$ cat src/sv/npe_pkg.sv
package npe_pkg;

  localparam int unsigned MAX_LEN    = 16;
  localparam int unsigned ELEM_WIDTH = 32;
  localparam int unsigned IDX_W      = $clog2(MAX_LEN);
  localparam int unsigned CNT_W      = $clog2(MAX_LEN + 1);

  typedef logic [ELEM_WIDTH-1:0] elem_t;
  typedef logic [IDX_W-1:0]      idx_t;
  typedef logic [CNT_W-1:0]      cnt_t;

  typedef enum logic [1:0] {
    AA_PTR_M1,
    AA_PIVOT,
    AA_LO,
    AA_PTR
  } addr_a_e;

  typedef enum logic {
    AB_PTR,
    AB_HI
  } addr_b_e;

  typedef enum logic [2:0] {
    WS_NONE,
    WS_PIVOT_B,
    WS_PTR_A,
    WS_LO_B,
    WS_HI_A
  } wr_sel_e;

  typedef enum logic [2:0] {
    PO_HOLD,
    PO_LAST,
    PO_DEC,
    PO_INC,
    PO_ZERO
  } ptr_op_e;

  typedef enum logic [1:0] {
    LH_HOLD,
    LH_WRAP,
    LH_PIVOT,
    LH_STEP
  } lohi_op_e;

  // Datapath controls carried by one microinstruction.
  typedef struct packed {
    logic     load_en;
    logic     rd_en;
    addr_a_e  addr_a;
    addr_b_e  addr_b;
    wr_sel_e  wr_sel;
    ptr_op_e  ptr_op;
    lohi_op_e lohi_op;
    logic     pivot_ld;
    logic     set_wrap;
    logic     emit_en;
    logic     finish;
  } dp_ctrl_t;

  // Conditions the datapath reports back for the jump logic.
  typedef struct packed {
    logic in_last_acc;
    logic n_one;
    logic less;
    logic ptr_one;
    logic lo_ge_hi;
    logic out_room;
    logic ptr_last;
  } dp_status_t;

  // Low ELEM_WIDTH bits of the sign-extended input word.
  function automatic elem_t to_elem(logic [31:0] v);
    logic [63:0] w;
    w = {{32{v[31]}}, v};
    return w[ELEM_WIDTH-1:0];
  endfunction

  // Sign-extend a stored element and keep the low 32 bits.
  function automatic logic [31:0] to_out(elem_t e);
    logic [63:0] w;
    w = 64'($signed(e));
    return w[31:0];
  endfunction

endpackage

$ cat src/sv/npe_sequencer.sv
module npe_sequencer
  import npe_pkg::*;
(
  input  logic       clk_i,
  input  logic       rst_ni,
  input  dp_status_t status_i,
  output dp_ctrl_t   ctrl_o
);

  typedef enum logic [4:0] {
    ST_LOAD      = 5'd0,
    ST_SCAN_INIT = 5'd1,
    ST_SCAN_RD   = 5'd2,
    ST_SCAN_CMP  = 5'd3,
    ST_SCAN_NXT  = 5'd4,
    ST_WRAP      = 5'd5,
    ST_FIND_INIT = 5'd6,
    ST_FIND_RD   = 5'd7,
    ST_FIND_CMP  = 5'd8,
    ST_FIND_DEC  = 5'd9,
    ST_SWAP1     = 5'd10,
    ST_SWAP2     = 5'd11,
    ST_REV_RD    = 5'd12,
    ST_REV_W1    = 5'd13,
    ST_REV_W2    = 5'd14,
    ST_EMIT_INIT = 5'd15,
    ST_EMIT_RD   = 5'd16,
    ST_EMIT_PUT  = 5'd17,
    ST_EMIT_NXT  = 5'd18,
    ST_FINISH    = 5'd19
  } step_e;

  typedef enum logic [3:0] {
    C_NEVER,
    C_ALWAYS,
    C_IN_LAST,
    C_N_ONE,
    C_LESS,
    C_PTR_ONE,
    C_LO_GE_HI,
    C_OUT_ROOM,
    C_PTR_LAST
  } cond_e;

  typedef struct packed {
    cond_e    cond;
    logic     inv;
    step_e    target;
    dp_ctrl_t dp;
  } uword_t;

  // Microprogram. A word jumps to its target when its condition (optionally
  // inverted) holds, and falls through to the next step otherwise.
  function automatic uword_t ucode(step_e s);
    uword_t w;
    w = '{cond: C_NEVER, inv: 1'b0, target: ST_LOAD,
          dp: '{load_en: 1'b0, rd_en: 1'b0, addr_a: AA_PTR, addr_b: AB_PTR,
                wr_sel: WS_NONE, ptr_op: PO_HOLD, lohi_op: LH_HOLD,
                pivot_ld: 1'b0, set_wrap: 1'b0, emit_en: 1'b0, finish: 1'b0}};
    case (s)
      ST_LOAD: begin
        w.dp.load_en = 1'b1;
        w.cond = C_IN_LAST;
        w.inv = 1'b1;
        w.target = ST_LOAD;
      end
      ST_SCAN_INIT: begin
        w.dp.ptr_op = PO_LAST;
        w.cond = C_N_ONE;
        w.target = ST_WRAP;
      end
      ST_SCAN_RD: begin
        w.dp.rd_en = 1'b1;
        w.dp.addr_a = AA_PTR_M1;
        w.dp.addr_b = AB_PTR;
      end
      ST_SCAN_CMP: begin
        w.dp.pivot_ld = 1'b1;
        w.cond = C_LESS;
        w.target = ST_FIND_INIT;
      end
      ST_SCAN_NXT: begin
        w.dp.ptr_op = PO_DEC;
        w.cond = C_PTR_ONE;
        w.inv = 1'b1;
        w.target = ST_SCAN_RD;
      end
      ST_WRAP: begin
        w.dp.set_wrap = 1'b1;
        w.dp.lohi_op = LH_WRAP;
        w.cond = C_ALWAYS;
        w.target = ST_REV_RD;
      end
      ST_FIND_INIT: begin
        w.dp.ptr_op = PO_LAST;
      end
      ST_FIND_RD: begin
        w.dp.rd_en = 1'b1;
        w.dp.addr_a = AA_PIVOT;
        w.dp.addr_b = AB_PTR;
      end
      ST_FIND_CMP: begin
        w.cond = C_LESS;
        w.target = ST_SWAP1;
      end
      ST_FIND_DEC: begin
        w.dp.ptr_op = PO_DEC;
        w.cond = C_ALWAYS;
        w.target = ST_FIND_RD;
      end
      ST_SWAP1: begin
        w.dp.wr_sel = WS_PIVOT_B;
      end
      ST_SWAP2: begin
        w.dp.wr_sel = WS_PTR_A;
        w.dp.lohi_op = LH_PIVOT;
      end
      ST_REV_RD: begin
        w.dp.rd_en = 1'b1;
        w.dp.addr_a = AA_LO;
        w.dp.addr_b = AB_HI;
        w.cond = C_LO_GE_HI;
        w.target = ST_EMIT_INIT;
      end
      ST_REV_W1: begin
        w.dp.wr_sel = WS_LO_B;
      end
      ST_REV_W2: begin
        w.dp.wr_sel = WS_HI_A;
        w.dp.lohi_op = LH_STEP;
        w.cond = C_ALWAYS;
        w.target = ST_REV_RD;
      end
      ST_EMIT_INIT: begin
        w.dp.ptr_op = PO_ZERO;
      end
      ST_EMIT_RD: begin
        w.dp.rd_en = 1'b1;
        w.dp.addr_a = AA_PTR;
      end
      ST_EMIT_PUT: begin
        w.dp.emit_en = 1'b1;
        w.cond = C_OUT_ROOM;
        w.inv = 1'b1;
        w.target = ST_EMIT_PUT;
      end
      ST_EMIT_NXT: begin
        w.dp.ptr_op = PO_INC;
        w.cond = C_PTR_LAST;
        w.inv = 1'b1;
        w.target = ST_EMIT_RD;
      end
      ST_FINISH: begin
        w.dp.finish = 1'b1;
        w.cond = C_ALWAYS;
        w.target = ST_LOAD;
      end
      default: begin
        w.cond = C_ALWAYS;
        w.target = ST_LOAD;
      end
    endcase
    return w;
  endfunction

  step_e  upc_q, upc_d;
  uword_t word;
  logic   cond_val;

  always_comb begin
    word = ucode(upc_q);
    case (word.cond)
      C_NEVER:    cond_val = 1'b0;
      C_ALWAYS:   cond_val = 1'b1;
      C_IN_LAST:  cond_val = status_i.in_last_acc;
      C_N_ONE:    cond_val = status_i.n_one;
      C_LESS:     cond_val = status_i.less;
      C_PTR_ONE:  cond_val = status_i.ptr_one;
      C_LO_GE_HI: cond_val = status_i.lo_ge_hi;
      C_OUT_ROOM: cond_val = status_i.out_room;
      C_PTR_LAST: cond_val = status_i.ptr_last;
      default:    cond_val = 1'b0;
    endcase
    if (cond_val ^ word.inv) begin
      upc_d = word.target;
    end else begin
      upc_d = step_e'(upc_q + 5'd1);
    end
  end

  always_ff @(posedge clk_i or negedge rst_ni) begin
    if (!rst_ni) begin
      upc_q <= ST_LOAD;
    end else begin
      upc_q <= upc_d;
    end
  end

  assign ctrl_o = word.dp;

endmodule

$ cat src/sv/npe_datapath.sv
module npe_datapath
  import npe_pkg::*;
(
  input  logic        clk_i,
  input  logic        rst_ni,
  input  dp_ctrl_t    ctrl_i,
  output dp_status_t  status_o,
  input  logic        in_valid_i,
  output logic        in_stall_o,
  input  logic [31:0] elem_value_i,
  input  logic        is_last_i,
  output logic        out_valid_o,
  input  logic        out_stall_i,
  output logic [31:0] out_value_o,
  output logic        out_last_o,
  output logic        wrapped_o,
  output logic        overflow_o
);

  elem_t mem [MAX_LEN];
  elem_t rd_a_q, rd_b_q;

  idx_t ptr_q, ptr_d;
  idx_t pivot_q;
  idx_t lo_q, lo_d;
  idx_t hi_q, hi_d;
  cnt_t cnt_q, cnt_d;
  logic ovf_q, ovf_d;
  logic wrap_q, wrap_d;

  logic [31:0] out_value_q;
  logic        out_last_q, wrapped_q, overflow_q;
  logic        out_valid_q;

  logic  in_acc, has_room, emit;
  idx_t  last_idx, addr_a, addr_b, wr_addr;
  elem_t wr_data;
  logic  wr_en;
  cnt_t  cnt_m1;

  assign in_stall_o = !ctrl_i.load_en;
  assign in_acc     = in_valid_i && ctrl_i.load_en;
  assign has_room   = cnt_q < CNT_W'(MAX_LEN);
  assign cnt_m1     = cnt_q - CNT_W'(1);
  assign last_idx   = cnt_m1[IDX_W-1:0];

  always_comb begin
    case (ctrl_i.addr_a)
      AA_PTR_M1: addr_a = ptr_q - IDX_W'(1);
      AA_PIVOT:  addr_a = pivot_q;
      AA_LO:     addr_a = lo_q;
      AA_PTR:    addr_a = ptr_q;
      default:   addr_a = ptr_q;
    endcase
    case (ctrl_i.addr_b)
      AB_PTR:  addr_b = ptr_q;
      AB_HI:   addr_b = hi_q;
      default: addr_b = ptr_q;
    endcase
  end

  // One write port, shared by loading, the pivot swap and the suffix reversal.
  always_comb begin
    wr_en   = 1'b0;
    wr_addr = ptr_q;
    wr_data = rd_a_q;
    if (in_acc && has_room) begin
      wr_en   = 1'b1;
      wr_addr = cnt_q[IDX_W-1:0];
      wr_data = to_elem(elem_value_i);
    end else begin
      case (ctrl_i.wr_sel)
        WS_NONE: begin
          wr_en = 1'b0;
        end
        WS_PIVOT_B: begin
          wr_en   = 1'b1;
          wr_addr = pivot_q;
          wr_data = rd_b_q;
        end
        WS_PTR_A: begin
          wr_en   = 1'b1;
          wr_addr = ptr_q;
          wr_data = rd_a_q;
        end
        WS_LO_B: begin
          wr_en   = 1'b1;
          wr_addr = lo_q;
          wr_data = rd_b_q;
        end
        WS_HI_A: begin
          wr_en   = 1'b1;
          wr_addr = hi_q;
          wr_data = rd_a_q;
        end
        default: begin
          wr_en = 1'b0;
        end
      endcase
    end
  end

  always_ff @(posedge clk_i) begin
    if (wr_en) begin
      mem[wr_addr] <= wr_data;
    end
    if (ctrl_i.rd_en) begin
      rd_a_q <= mem[addr_a];
      rd_b_q <= mem[addr_b];
    end
  end

  always_comb begin
    case (ctrl_i.ptr_op)
      PO_HOLD: ptr_d = ptr_q;
      PO_LAST: ptr_d = last_idx;
      PO_DEC:  ptr_d = ptr_q - IDX_W'(1);
      PO_INC:  ptr_d = ptr_q + IDX_W'(1);
      PO_ZERO: ptr_d = '0;
      default: ptr_d = ptr_q;
    endcase
    case (ctrl_i.lohi_op)
      LH_HOLD: begin
        lo_d = lo_q;
        hi_d = hi_q;
      end
      LH_WRAP: begin
        lo_d = '0;
        hi_d = last_idx;
      end
      LH_PIVOT: begin
        lo_d = pivot_q + IDX_W'(1);
        hi_d = last_idx;
      end
      LH_STEP: begin
        lo_d = lo_q + IDX_W'(1);
        hi_d = hi_q - IDX_W'(1);
      end
      default: begin
        lo_d = lo_q;
        hi_d = hi_q;
      end
    endcase
  end

  always_ff @(posedge clk_i) begin
    ptr_q <= ptr_d;
    lo_q  <= lo_d;
    hi_q  <= hi_d;
    if (ctrl_i.pivot_ld) begin
      pivot_q <= ptr_q - IDX_W'(1);
    end
  end

  always_comb begin
    cnt_d  = cnt_q;
    ovf_d  = ovf_q;
    wrap_d = wrap_q;
    if (in_acc) begin
      if (has_room) begin
        cnt_d = cnt_q + CNT_W'(1);
      end else begin
        ovf_d = 1'b1;
      end
    end
    if (ctrl_i.set_wrap) begin
      wrap_d = 1'b1;
    end
    if (ctrl_i.finish) begin
      cnt_d  = '0;
      ovf_d  = 1'b0;
      wrap_d = 1'b0;
    end
  end

  always_ff @(posedge clk_i or negedge rst_ni) begin
    if (!rst_ni) begin
      cnt_q  <= '0;
      ovf_q  <= 1'b0;
      wrap_q <= 1'b0;
    end else begin
      cnt_q  <= cnt_d;
      ovf_q  <= ovf_d;
      wrap_q <= wrap_d;
    end
  end

  // The output register frees up in the same cycle its transaction completes.
  assign emit = ctrl_i.emit_en && (!out_valid_q || !out_stall_i);

  always_ff @(posedge clk_i or negedge rst_ni) begin
    if (!rst_ni) begin
      out_valid_q <= 1'b0;
    end else if (emit) begin
      out_valid_q <= 1'b1;
    end else if (!out_stall_i) begin
      out_valid_q <= 1'b0;
    end
  end

  always_ff @(posedge clk_i) begin
    if (emit) begin
      out_value_q <= to_out(rd_a_q);
      out_last_q  <= (ptr_q == last_idx);
      wrapped_q   <= wrap_q;
      overflow_q  <= ovf_q;
    end
  end

  assign status_o.in_last_acc = in_acc && is_last_i;
  assign status_o.n_one       = (cnt_q == CNT_W'(1));
  assign status_o.less        = $signed(rd_a_q) < $signed(rd_b_q);
  assign status_o.ptr_one     = (ptr_q == IDX_W'(1));
  assign status_o.lo_ge_hi    = (lo_q >= hi_q);
  assign status_o.out_room    = !out_valid_q || !out_stall_i;
  assign status_o.ptr_last    = (ptr_q == last_idx);

  assign out_valid_o = out_valid_q;
  assign out_value_o = out_value_q;
  assign out_last_o  = out_last_q;
  assign wrapped_o   = wrapped_q;
  assign overflow_o  = overflow_q;

endmodule

$ cat src/sv/next_permutation_engine_top.sv
// Next lexicographic permutation engine.
// Input channel (in_valid_i / in_stall_o): one element per transaction, with
// is_last_i high on the final element of a sequence. Up to 16 elements are
// kept; further elements are dropped and overflow_o is raised on the results.
// Output channel (out_valid_o / out_stall_i): one transaction per stored
// element, in order, out_last_o high on the final one, wrapped_o high when
// the input had no ascent and was returned in ascending order.
// Loading accepts one element per cycle. After the last element a
// microcoded sequencer runs the permutation over a buffer with two
// registered read ports and one write port: it scans back for the
// pivot, searches back for the swap partner, swaps the two, reverses
// the suffix pair by pair and emits each element in turn. Input is
// stalled from the last element until the sequencer returns to
// loading, through its next-step and finish states after the final
// result has been placed in the output register.
// The output register holds its transaction while out_stall_i is high; the
// sequencer waits at that point. Reset returns to loading with an empty
// buffer; there is no clearing pass.
module next_permutation_engine_top
  import npe_pkg::*;
(
  input  logic        clk_i,
  input  logic        rst_ni,
  input  logic        in_valid_i,
  output logic        in_stall_o,
  input  logic [31:0] elem_value_i,
  input  logic        is_last_i,
  output logic        out_valid_o,
  input  logic        out_stall_i,
  output logic [31:0] out_value_o,
  output logic        out_last_o,
  output logic        wrapped_o,
  output logic        overflow_o
);

  dp_ctrl_t   ctrl;
  dp_status_t status;

  npe_sequencer u_sequencer (
    .clk_i    (clk_i),
    .rst_ni   (rst_ni),
    .status_i (status),
    .ctrl_o   (ctrl)
  );

  npe_datapath u_datapath (
    .clk_i        (clk_i),
    .rst_ni       (rst_ni),
    .ctrl_i       (ctrl),
    .status_o     (status),
    .in_valid_i   (in_valid_i),
    .in_stall_o   (in_stall_o),
    .elem_value_i (elem_value_i),
    .is_last_i    (is_last_i),
    .out_valid_o  (out_valid_o),
    .out_stall_i  (out_stall_i),
    .out_value_o  (out_value_o),
    .out_last_o   (out_last_o),
    .wrapped_o    (wrapped_o),
    .overflow_o   (overflow_o)
  );

endmodule

$ cat config.mk
export PLATFORM = sky130hd
export DESIGN_NAME = next_permutation_engine_top
export DESIGN_NICKNAME = d
export VERILOG_FILES = /design/src/sv/npe_pkg.sv /design/src/sv/npe_sequencer.sv /design/src/sv/npe_datapath.sv /design/src/sv/next_permutation_engine_top.sv
export SDC_FILE = /design/constraint.sdc
export NUM_CORES = 1
export LEC_CHECK = 0
export ABC_AREA = 1
export BUFFER_PORTS_ARGS = -buffer_cell sky130_fd_sc_hd__buf_4
export CORE_UTILIZATION = 60
export CTS_CLUSTER_DIAMETER = 200
export CTS_CLUSTER_SIZE = 12
export DETAILED_ROUTE_END_ITERATION = 8
export PLACE_DENSITY = 0.77
export REMOVE_ABC_BUFFERS = 1
export SKIP_CTS_REPAIR_TIMING = 1
export SLEW_MARGIN = 20
export SYNTH_ARGS = -nofsm -noshare
export SYNTH_HDL_FRONTEND = slang
export SYNTH_SLANG_ARGS = --single-unit
$ cat constraint.sdc
create_clock -name clk_i -period 9.4 [get_ports clk_i]
set_input_delay 0.94 -clock clk_i [delete_from_list [all_inputs] [get_ports clk_i]]
set_output_delay 0.94 -clock clk_i [all_outputs]
set_load 0.01 [all_outputs]
Word-level counts from Yosys, hierarchy flattened
Memories as Yosys holds them, arrays and structs flattened. A register that Yosys moved wholly into a read port is not among the register bits. Cells that the tools add are included.

Add/subtract/negate cells: 8. Muxes and demuxes: 38. Equality and inequality tests: 46. Reduce and logical (&&, ||, !) cells: 26. Bitwise operators: 2. Order comparisons: 3.

Operators with widths (number): $mux W32 (2); $pmux W5 S9 (1); $eq A5 B4 Y1 const B (8); $pmux W3 S4 (3); $lt A32 B32 Y1 (1); $pmux W4 S4 (2); $pmux W4 S8 (1); $pmux W4 S3 (2); $eq A5 B3 Y1 const B (4); $eq A5 B5 Y1 const B (4); $mux W5 (4); $mux W1 (18); $eq A4 B3 Y1 const B (4); $pmux W4 S2 (2); $add A4 B1 Y4 const B (3); $eq A3 B2 Y1 const B (4); $reduce_or A2 Y1 (6); $sub A4 B1 Y4 const B (3); $add A5 B1 Y5 const B (2); $eq A5 B1 Y1 const B (2); $eq A5 B2 Y1 const B (2); $eq A2 B2 Y1 const B (4); $eq A4 B1 Y1 const B (2); $eq A4 B2 Y1 const B (2); other kinds (24) (37).

RAM bits: 512. Memories kept: 1. Input bits: 37. Output and inout port bits: 37. Word-level logic and storage cells: 137. Bits in registers: 64.

Memories: u_datapath.mem (depth 16, bits a word 32, read ports 2, clocked after Yosys merged registers in 2, write ports 1, line npe_datapath.sv:20) `elem_t mem [MAX_LEN];`.

Logic depth before layout (Yosys ltp)
Depth in word-level cells: 8. Gate-level depth with buffers: 20. Mapped depth without buffers: 19.

Cells and area by module
Synthesis repeated with hierarchy kept, for this count alone.

Cells, all modules: 3782. Area, all modules: 33995.1 sq um.

Modules (own cells, without submodules): npe_datapath (cells each 3640, sequential area each 19028.2 sq um, instances 1, area each 33124.3 sq um); npe_sequencer (cells each 142, sequential area each 125.1 sq um, instances 1, area each 870.8 sq um).

Worst setup path after synthesis
No wires, ideal clock.

Path type: register -> register. Start: register u_sequencer.upc_q[0]. End: memory u_datapath.mem[4][0] (netlist bit) (enable). Stages on the path, launching flop included: 14. Setup time: 421 ps. Arrival time: 3299 ps. Buffers on the path: 1. Required time: 8979 ps. Setup slack: 5680 ps. Period minus slack after synthesis: 3720 ps. Path through: dfrtp_1 > inv_1 > ha_1 > inv_1 > nor2_2 > nand3_1 > nor2_1 > inv_1 > clkbuf_1 > nand3_1 > nand2_1 > inv_1 > nand3_1 > nor2_1.

Longest elaborated chain between the ends: 8. Elaborated cells on any way between the ends: 20. Classes of those cells: eq/ne: 8; mux: 8; reduce/logical: 4.

RTL lines: start: declaration (line npe_sequencer.sv:166) `step_e upc_q, upc_d;`; start signal: assignment (line npe_sequencer.sv:195) `upc_q <= upc_d;`; $eq A5 B4 Y1 (line npe_sequencer.sv:60) `case (s)`; $pmux W3 S4 (line npe_sequencer.sv:60); $eq A3 B1 Y1 (tied with other cells) (line npe_datapath.sv:72) `case (ctrl_i.wr_sel)`; $reduce_or A4 Y1 (no source line); $mux W1 (line npe_datapath.sv:72); $mux W1 (line npe_datapath.sv:67) `if (in_acc && has_room) begin`; $mux W1 (line npe_datapath.sv:104) `if (wr_en) begin`; $mux W1 (implied by the code) (line npe_datapath.sv:105) `mem[wr_addr] <= wr_data;`; end: declaration (line npe_datapath.sv:20).

Parallel ways exist; a longest one is shown, timed or not.

Final worst setup path
Start: register u_sequencer.upc_q[0]. End: memory u_datapath.mem[0][1] (netlist bit) (enable).

The elaborated chain is that of the path after synthesis.

==> run metrics <==
sw power around 6.2 mW; failing checks DRC; final worst path period share 53.4%; Synth warnings 0; PortBufs 73; Placeable Area about 52000 um^2; vias per inst 6.98; Layout area overhead 8.58%; FF-to-FF End u_datapath.mem[0][1]; Seq cells post-synth 640; CP endpoint kind flop; number of diodes 0; Final Max Tran Viols 0; # setup viols final 0; DR vias between 20000 and 30000; placed insts between 3000 and 4000; RSZ-0062 raised after global routing no; layout cells sized above 1 under 10%; Clock power frac between 15 and 20%; final wirelength 95500 um; Initial Util just over 60%; global route total overflow 0; Worst Path Required 9.67 ns; Final Hold Fails 0; Fmax approximately 0.2 GHz; Max-Cap Viols 0; WP data arrival approximately 5.3 ns; Rows between 80 and 90; VDD IR max roughly 640 uV; number of remaining DRC errors 4; worst slew pin tran roughly 1.2 ns; run status finished with violations; pin count of the biggest net entering global routing 180; Post-synth EDFFs around 630; Sequential Power Share roughly a third; violation count after the first detailed-route iteration between 4000 and 5000; clock root cell clkbuf_16; die width approximately 230 um; Ports 74; Layout Skew approximately 0.017 ns; first-pass GRT wire length between 100000 and 150000 um; sequential fraction of the synthesis area slightly above 60%; CTS tree yes; vias in the first global route roughly 25000; most frequent cells after synthesis edfxtp_1, nand2_1, nor2_1; Worst setup SP type flop; H-tree levels 2; R2R setup slack roughly 4.4 ns; post-layout min period between 5 and 6 ns; CTS clk-pin slew, worst paths 0.07 ns; top cells by area, synth edfxtp_1, o211ai_1, nand2_1, o21ai_0, nor2_1; cells on worst reg2reg path 15; crit-path max FO 33; static leakage approximately 12 nW; largest area contributor in the netlist edfxtp_1; Clock Sink Count 640; post-synthesis async set-or-reset flop share roughly 2.0%; WL/cell 26.0 um; combinational group share of total power 51.6%; top cell type's share of synthesized area 59.3%; main flop type after synthesis edfxtp_1; Total GRT Usage around 35%; relative slew slack between 10% and 20%; Num CTS Buffers between 50 and 60; Setup CP Type reg2reg; fin cells about 3700; die height between 200 and 250 um; clock network latency to the later pin of the worst-skew pair between 0.6 and 0.7 ns; Post-DP HPWL between 50000 and 60000 um; Worst setup startpoint u_sequencer.upc_q[0]; CTS Buffer Depth 3; P_int 6.98 mW; top-count cell post-synth edfxtp_1; number of library cell types mapped by synthesis 46; Fillers between 3000 and 4000; initial antenna violation count 0; fin nets 3064; total power ~13 mW; post-synthesis cell area 31700 um^2; Die ar. ~54000 um^2; CP Capture Point u_datapath.mem[0][1]; reg2reg start u_sequencer.upc_q[0]; TNS Setup 0 ns; Routability Congestion ~0.94; Sw Share between 40 and 50%; Pwr Density about 380 nW/um^2; fin util approximately two thirds; number of routed nets with antenna violations 0; Avg Inst Size Synth roughly 11 um^2; HP Class in2async; Gate Count Post-Synth ~3000; 1st-pass router iterations 9
[power groups by stage]
stage	sequential (mW)	combinational, mW	clock (mW)
floorplan	4.17	4.33	0
global placement	4.26	6.24	0
detailed placement	4.27	6.47	0
CTS	4.21	6.51	2.15
global route	4.23	7.25	2.25
finish	4.22	6.77	2.14
[how the worst min path moves through the flow]
stage	start	endpoint	slack, ns	cells after the start
after floorplan	u_datapath.wrap_q	u_datapath.wrapped_o	0.42	0
after global placement	u_datapath.ovf_q	u_datapath.overflow_o	0.45	0
after detailed placement	u_datapath.ovf_q	u_datapath.overflow_o	0.47	0
after CTS	rst_ni	u_sequencer.upc_q[2]	0.13	1
after global routing	rst_ni	u_sequencer.upc_q[0]	0.16	1
final	rst_ni	u_sequencer.upc_q[0]	0.15	1
[routing by layer]
metal,routed length (um),vias to the layer above,GRT usage [%]
met5,0,-,0
met4,4690,0,18.7
met3,11900,352,6.86
met2,43600,2018,54.4
met1,35200,12300,47.9
li1,-,11000,-
[cell type report]
type	instances	area (um^2)	area share, %
Tap cell	680	851	2.47
Inverter	215	827	2.40
Timing Repair Buffer	119	922	2.68
Multi-Input combinational cell	1943	11100	32.3
Clock inverter	2	38.8	0.113
Sequential cell	640	19200	55.6
Clock buffer	69	1540	4.45
[flip-flops by register name, summed over array words and instances, names as in the netlist, 4 cells and up]
| name | flops |
|---|---|
| u_datapath.cnt_q | 5 |
| u_datapath.hi_q | 4 |
| u_datapath.lo_q | 4 |
| u_datapath.mem | 512 |
| u_datapath.out_value_o | 32 |
| u_datapath.pivot_q | 4 |
| u_datapath.ptr_q | 4 |
| u_datapath.rd_a_q | 32 |
| u_datapath.rd_b_q | 32 |
| u_sequencer.upc_q | 5 |
[cells in the final DEF (no fill, tap or decap), types with 67 or more instances in the layout]
cell,instances
edfxtp_1,627
nand2_1,352
nor2_1,266
o211ai_1,260
o21ai_0,259
inv_1,200
nand3_1,200
a21oi_1,125
buf_4,116
o221ai_1,67
[metrics by stage]
stage,hold WS [ns],instance area [um^2],worst slack [ns]
after detailed placement,0.467,32700,4.54
after global placement,0.453,32700,4.63
after floorplan,0.425,30700,1.04
final,0.152,34500,4.38
after CTS,0.132,34300,4.51
after global routing,0.159,34500,4.15
[cell families after synthesis]
| group | count (synthesis) | share of synthesized area [%] |
|---|---|---|
| AND/OR/NAND/NOR | 977 | 13.5 |
| XOR/XNOR | 11 | 0.304 |
| flip-flops | 640 | 60.3 |
| buffers and inverters | 440 | 5.78 |
| adder cells (fa/ha/maj) | 49 | 1.93 |
| AO/OA/AOI/OAI | 906 | 18.2 |
[worst max-delay path, stage by stage, from the launching register on]
cell	delay, ns
dfrtp_1	0.42
inv_1	0.12
ha_1	0.21
nand2_2	0.09
nor2_1	0.62
nor2_4	0.08
inv_2	0.80
nand2_1	0.24
inv_2	0.14
nand2_1	0.06
nand3_1	0.09
nand2_1	0.15
inv_1	0.14
nand3_1	0.27
nor2_4	0.66
buf_4	0.52
No activity file was read; power rests on OpenSTA's default activity.
